<file path="src/design/bos_pkg.sv">
// Package: shared types and constants for the bounded ordered integer set.
`timescale 1ns / 1ps
`default_nettype none
package bos_pkg;

	localparam int DATA_W  = 32;
	localparam int POS_W   = 8;
	localparam int LIMIT_W = 8;
	localparam int COUNT_W = 8;

	localparam logic [LIMIT_W-1:0] LIMIT_RESET = 8'd100;

	typedef enum logic [1:0] {
		MODE_ADD    = 2'd0,
		MODE_REMOVE = 2'd1,
		MODE_QUERY  = 2'd2,
		MODE_GET    = 2'd3
	} mode_t;

	// Per-cycle control broadcast to every cell of the chain.
	typedef struct packed {
		logic cap;     // capture hit flag for a new transaction
		logic is_get;  // hit compares position instead of value
		logic add_go;  // append at the cell whose index equals count
		logic del_go;  // shift down at and above the matching cell
	} cell_ctrl_t;

endpackage
`default_nettype wire

</file>
<file path="src/design/bos_cell.sv">
// Module: one storage cell of the set chain (entry, compare, shift).
`timescale 1ns / 1ps
`default_nettype none
module bos_cell #(
	parameter int IDX   = 0,
	parameter int CNT_W = 8
) (
	input  wire logic                         clk,
	input  wire logic                         arst_n,
	input  wire bos_pkg::cell_ctrl_t          ctrl,
	input  wire logic [CNT_W-1:0]             count,
	input  wire logic [bos_pkg::DATA_W-1:0]   cmp_value,
	input  wire logic [bos_pkg::POS_W-1:0]    position,
	input  wire logic [bos_pkg::DATA_W-1:0]   wr_value,
	input  wire logic                         shift_en,
	input  wire logic [bos_pkg::DATA_W-1:0]   next_value,
	output logic [bos_pkg::DATA_W-1:0]        value,
	output logic                              hit
);
	import bos_pkg::*;

	localparam int CMP_W = (CNT_W > POS_W) ? CNT_W : POS_W;
	localparam logic [CNT_W-1:0] MY_IDX = CNT_W'(IDX);
	localparam logic [CMP_W-1:0] MY_POS = CMP_W'(IDX);

	logic [DATA_W-1:0] value_q;
	logic              hit_q;
	logic              valid;
	logic              match;

	assign valid = MY_IDX < count;
	assign match = ctrl.is_get ? (MY_POS == CMP_W'(position)) : (value_q == cmp_value);

	always_ff @(posedge clk or negedge arst_n) begin
		if (!arst_n) begin
			hit_q <= 1'b0;
		end else if (ctrl.cap) begin
			hit_q <= valid & match;
		end
	end

	always_ff @(posedge clk) begin
		if (ctrl.add_go && (MY_IDX == count)) begin
			value_q <= wr_value;
		end else if (ctrl.del_go && shift_en) begin
			value_q <= next_value;
		end
	end

	assign value = value_q;
	assign hit   = hit_q;

endmodule
`default_nettype wire

</file>
<file path="config.mk">
export PLATFORM = sky130hd
export DESIGN_NAME = bos_cell
export DESIGN_NICKNAME = d
export VERILOG_FILES = /design/src/design/bos_pkg.sv /design/src/design/bos_cell.sv
export SDC_FILE = /design/constraint.sdc
export NUM_CORES = 1
export LEC_CHECK = 0
export ABC_AREA = 1
export BUFFER_PORTS_ARGS = -buffer_cell sky130_fd_sc_hd__buf_4
export CORE_MARGIN = 8
export CORE_UTILIZATION = 37
export CTS_CLUSTER_SIZE = 24
export DETAILED_ROUTE_END_ITERATION = 12
export PLACE_DENSITY = 0.85
export SYNTH_ARGS = -nofsm -noshare
export SYNTH_HDL_FRONTEND = slang
export SYNTH_SLANG_ARGS = --single-unit
</file>
<file path="constraint.sdc">
create_clock -name clk -period 1 [get_ports clk]
set_input_delay 0.25 -clock clk [delete_from_list [all_inputs] [get_ports clk]]
set_output_delay 0.25 -clock clk [all_outputs]
set_load 0.03 [all_outputs]
</file>
Word-level counts from Yosys, hierarchy flattened
Index checks and enable logic that the tools add are counted.
{"block": "classes", "n_lt_le_gt_ge": 1, "n_eq_ne": 1, "muxes": 3, "bitwise": 1, "reduce_logical": 5}
{"op": "$mux 32", "n": 2}
{"op": "$eq 32x32->1", "n": 1}
{"op": "$logic_not 8->1", "n": 2}
{"op": "$lt 1x8->1 const A", "n": 1}
{"op": "$logic_and 1x1->1", "n": 2}
{"op": "$reduce_bool 2->1", "n": 1}
{"op": "$and 1x1->1", "n": 1}
{"op": "$mux 1", "n": 1}
{"block": "word_totals", "regBits": 33, "in_bits": 119, "output_inout_bits": 33, "word_cells": 13}

Depth between registers and ports, before layout
{"block": "depth", "word_depth": 3, "mapped_depth": 11, "ltp_nobuf": 11}

Worst setup path after synthesis
No wires, ideal clock.
{"block": "synth_timing", "path_kind": "input to register", "from": "in count[3]", "to": "reg value_q[0] (netlist: value[0]) (enable)", "setup_ps": 389, "t_arrival_ps": 1512, "required_ps": 611, "slack_ps": -902, "cell_stages": 6, "n_path_buf": 1, "cell_sequence": "nor2_1 > nand2_1 > nor2_2 > nand2_2 > buf_6 > nand2_1"}
{"block": "synth_via", "elab_chain_cells": 3}
{"element": "start: declaration", "line_no": "bos_cell.sv:11", "source": "input wire logic [CNT_W-1:0] count,"}
{"element": "$logic_not 8->1", "line_no": "bos_cell.sv:43", "source": "if (ctrl.add_go && (MY_IDX == count)) begin"}
{"element": "$logic_and 1x1->1", "line_no": "bos_cell.sv:43"}
{"element": "$reduce_bool 2->1 (no source line)"}
{"element": "end signal: assignment", "line_no": "bos_cell.sv:44", "source": "value_q <= wr_value;"}
{"element": "end signal: assignment", "line_no": "bos_cell.sv:46", "source": "value_q <= next_value;"}
{"element": "end: declaration", "line_no": "bos_cell.sv:26", "source": "logic [DATA_W-1:0] value_q;"}
No other way between the ends.
A chain may end at the register's enable or synchronous reset.

Final worst setup path
{"block": "layout_timing", "from": "reg value_q[19] (netlist: value[19])", "to": "reg hit_q (netlist: hit)"}
{"block": "layout_via", "elab_chain_cells": 3}
{"element": "$eq 32x32->1", "line_no": "bos_cell.sv:32", "source": "assign match = ctrl.is_get ? (MY_POS == CMP_W'(position)) : (value_q == cmp_value);"}
{"element": "$mux 1", "line_no": "bos_cell.sv:32"}
{"element": "$and 1x1->1", "line_no": "bos_cell.sv:38", "source": "hit_q <= valid & match;"}
{"element": "end signal: assignment", "line_no": "bos_cell.sv:38"}
{"element": "end: declaration", "line_no": "bos_cell.sv:27", "source": "logic hit_q;"}
No other way between the ends.

==> impl_metrics.env <==
export IMPL_cts_htree_levels=2
export IMPL_die_h_um=90.2
export IMPL_hold_start="ctrl[2]"
export IMPL_finClkSkew_ns=0.00275
export IMPL_finalHoldViolations=0
export IMPL_cellPowerDensity_nw_per_um2=975
export IMPL_reg2reg_slack_ns=-0.29
export IMPL_vias=1986
export IMPL_setup_viol=98
export IMPL_ioPinCount=152
export IMPL_stdcell_area_sq_um=4050
export IMPL_period_needed_ns=1.29
export IMPL_cts_tree="done"
export IMPL_netlist_top_cells_count="nand2_1, edfxtp_1, mux2_4"
export IMPL_die_w_um=90.2
export IMPL_nets=489
export IMPL_viasPerCell=4.48
export IMPL_rsz0062_at_grt="yes"
export IMPL_grt_pass1_wl_mm=11.3
export IMPL_max_clock_freq_ghz=0.777
export IMPL_tns_ns=-21.04
export IMPL_firstDrtPassIters=4
export IMPL_antenna_cells=0
export IMPL_regToRegEndpoint="hit"
export IMPL_antenna_left=0
export IMPL_hold_path_depth=4
export IMPL_min_to="hit"
export IMPL_synth_most_common_cell="nand2_1"
export IMPL_start_util=0.377
export IMPL_synth_flop_cell="edfxtp_1"
export IMPL_coreArea_sq_um=5410
export IMPL_maxCapViolCount=0
export IMPL_nFillCells=357
export IMPL_place_area_sq_um=3480
export IMPL_hold_ws_ns=0.262
export IMPL_drt_iter0_markers=31
export IMPL_cts_buffers=5
export IMPL_syn_avg_cell_area_sq_um=11.5
export IMPL_antenna_found_initial=0
export IMPL_syn_instance_count=177
export IMPL_grt_pass1_vias=2290
export IMPL_synth_nets=296
export IMPL_fin_ws_ns=-0.288
export IMPL_min_period_over_period=1.29
export IMPL_tightest_slew_ns=0.733
export IMPL_required_ns=1.22
export IMPL_place_inst=423
export IMPL_clk_pin_slew_ns=0.07
export IMPL_syn_area_sq_um=2040
export IMPL_criticalPathCategory="reg -> reg"
export IMPL_rows=27
export IMPL_synth_edff_count=32
export IMPL_clock_latency_ns=0.27
export IMPL_synth_area_leader_cell="edfxtp_1"
export IMPL_slew_headroom=0.510
export IMPL_yosys_top_cells_area="edfxtp_1, mux2_4, xnor2_1, nand2_1, nor2_1"
export IMPL_place_gp_congestion=0.759
export IMPL_ir_drop_mv=0.570
export IMPL_synth_top_area_frac=0.471
export IMPL_hold_path_class="in -> reg"
export IMPL_violations="negative setup slack"
export IMPL_async_flop_share=0.0303
export IMPL_grt_max_degree=21
export IMPL_critical_path_max_fanout=2
export IMPL_cp_start_kind="flop"
export IMPL_grt_overflow_total=0
export IMPL_synthDistinctLibCells=13
export IMPL_area_delta_synth_final_pct=98.6
export IMPL_status="complete, but fails checks"
export IMPL_finalPower_w=0.00395
export IMPL_worstRegToRegCells=9
export IMPL_ys_seq_elements=33
export IMPL_arrival_ns=1.50
export IMPL_r2r_start="value[19]"
export IMPL_dp_hpwl_mm=5.69
export IMPL_final_cells=443
export IMPL_die_area_sq_um=8140
export IMPL_grt_use_total=0.172
export IMPL_endpoint_kind="flop"
export IMPL_power_leakage_nw=1.99
export IMPL_wire_per_inst_um=16.7
export IMPL_final_max_slew_violation_count=0
export IMPL_synth_warnings=0
export IMPL_routed_wl_mm=7.41
export IMPL_cts_sinks=33
export IMPL_root_buffer="clkbuf_8"
export IMPL_ys_seq_area_frac=0.483
export IMPL_drive_above_1_share=0.642
export IMPL_clockBufferDepth=2
export IMPL_port_buffers=151
export IMPL_drc=0
logic make-up after synthesis:
| kind of cell | after synthesis | share of synthesized area |
|---|---|---|
| simple gates | 68 | 0.129 |
| compound gates | 1 | 0.00368 |
| mux | 32 | 0.230 |
| buf+inv | 17 | 0.0423 |
| flops | 33 | 0.483 |
| xor+xnor | 26 | 0.112 |
worst max-delay path by stage:
stage | cells past startpoint | start | slack, ns | end
after floorplan | 6 | count[5] | -0.35 | value[22]
after global placement | 7 | count[5] | -0.48 | value[17]
after detailed placement | 7 | count[7] | -0.51 | value[26]
after CTS | 9 | value[13] | -0.29 | hit
after global routing | 9 | value[19] | -0.42 | hit
final | 9 | value[19] | -0.29 | hit
critical path: stages, from the launching register on:
cell,delay (ns)
edfxtp_1,0.42
xnor2_1,0.17
nand2_1,0.09
nor2_2,0.15
nand2_1,0.07
nor2_1,0.10
nand2_1,0.08
nand2_1,0.06
nand2_1,0.04
nand2_1,0.06
stage by stage:
step,worst slack (ns),util
global route,-0.423,0.749
global placement,-0.485,0.644
finish,-0.288,0.749
detailed placement,-0.511,0.644
floorplan,-0.348,-
CTS,-0.294,0.711
placed cells by master (no fill, tap or decap):
| master | instances |
|---|---|
| nor2_4 | 5 |
| buf_16 | 1 |
| edfxtp_1 | 32 |
| clkinv_1 | 2 |
| dlygate4sd3_1 | 1 |
| nand2_2 | 1 |
| nand2_1 | 45 |
| buf_6 | 56 |
| dfrtp_1 | 1 |
| clkbuf_16 | 2 |
| nand2_4 | 1 |
| xnor2_1 | 24 |
| nor2_2 | 2 |
| buf_12 | 5 |
| nand4_1 | 1 |
| nor2_1 | 12 |
| buf_8 | 1 |
| clkbuf_8 | 5 |
| inv_1 | 14 |
| buf_4 | 120 |
| mux2_2 | 3 |
| a211oi_1 | 1 |
| clkinv_2 | 1 |
| mux2_4 | 29 |
| nand2_8 | 4 |
| xnor2_2 | 2 |
what timing repair did:
item / 4_1_cts / 5_1_grt
endpoints found under the setup margin: 98 / 98
hold buffers: 1 / 0
pin swaps: 1 / 4
cloned: 4 / 3
setup buffers: 1 / 5
resized for setup: 47 / 25
hold endpoints to repair: 1 / 0
sequential cells by signal, indices dropped and copies added (netlist names):
| name | cells |
|---|---|
| value | 32 |
| hit | 1 |
routing by layer:
metal  global-route usage  vias to the layer above  routed length [um]
met4               0.0513                        0                  87
met3               0.0532                        6                 520
met1                0.168                      928                2640
li1                     -                      973                   -
met5                    0                        -                   0
met2                0.335                       79                4160
where the power goes:
part	leakage [nW]	switching, W	internal, W	total [W]
Combinational	1.63	0.000512	0.000790	0.00130
Sequential	0.313	0.0000805	0.00163	0.00171
Clock	0.0430	0.000468	0.000468	0.000936
Total	1.99	0.00106	0.00289	0.00395
final cells by class:
type                       count  area (sq um)  share of cell area
timing repair buffer         186          1730               0.428
sequential                    33           986               0.243
tap                           72          90.1              0.0222
multi-input combinational    130          1110               0.273
inverter                      14          52.6              0.0130
clock buffer                   5          68.8              0.0170
clock inverter                 3          12.5             0.00309
(Power assumes the default switching activity.)
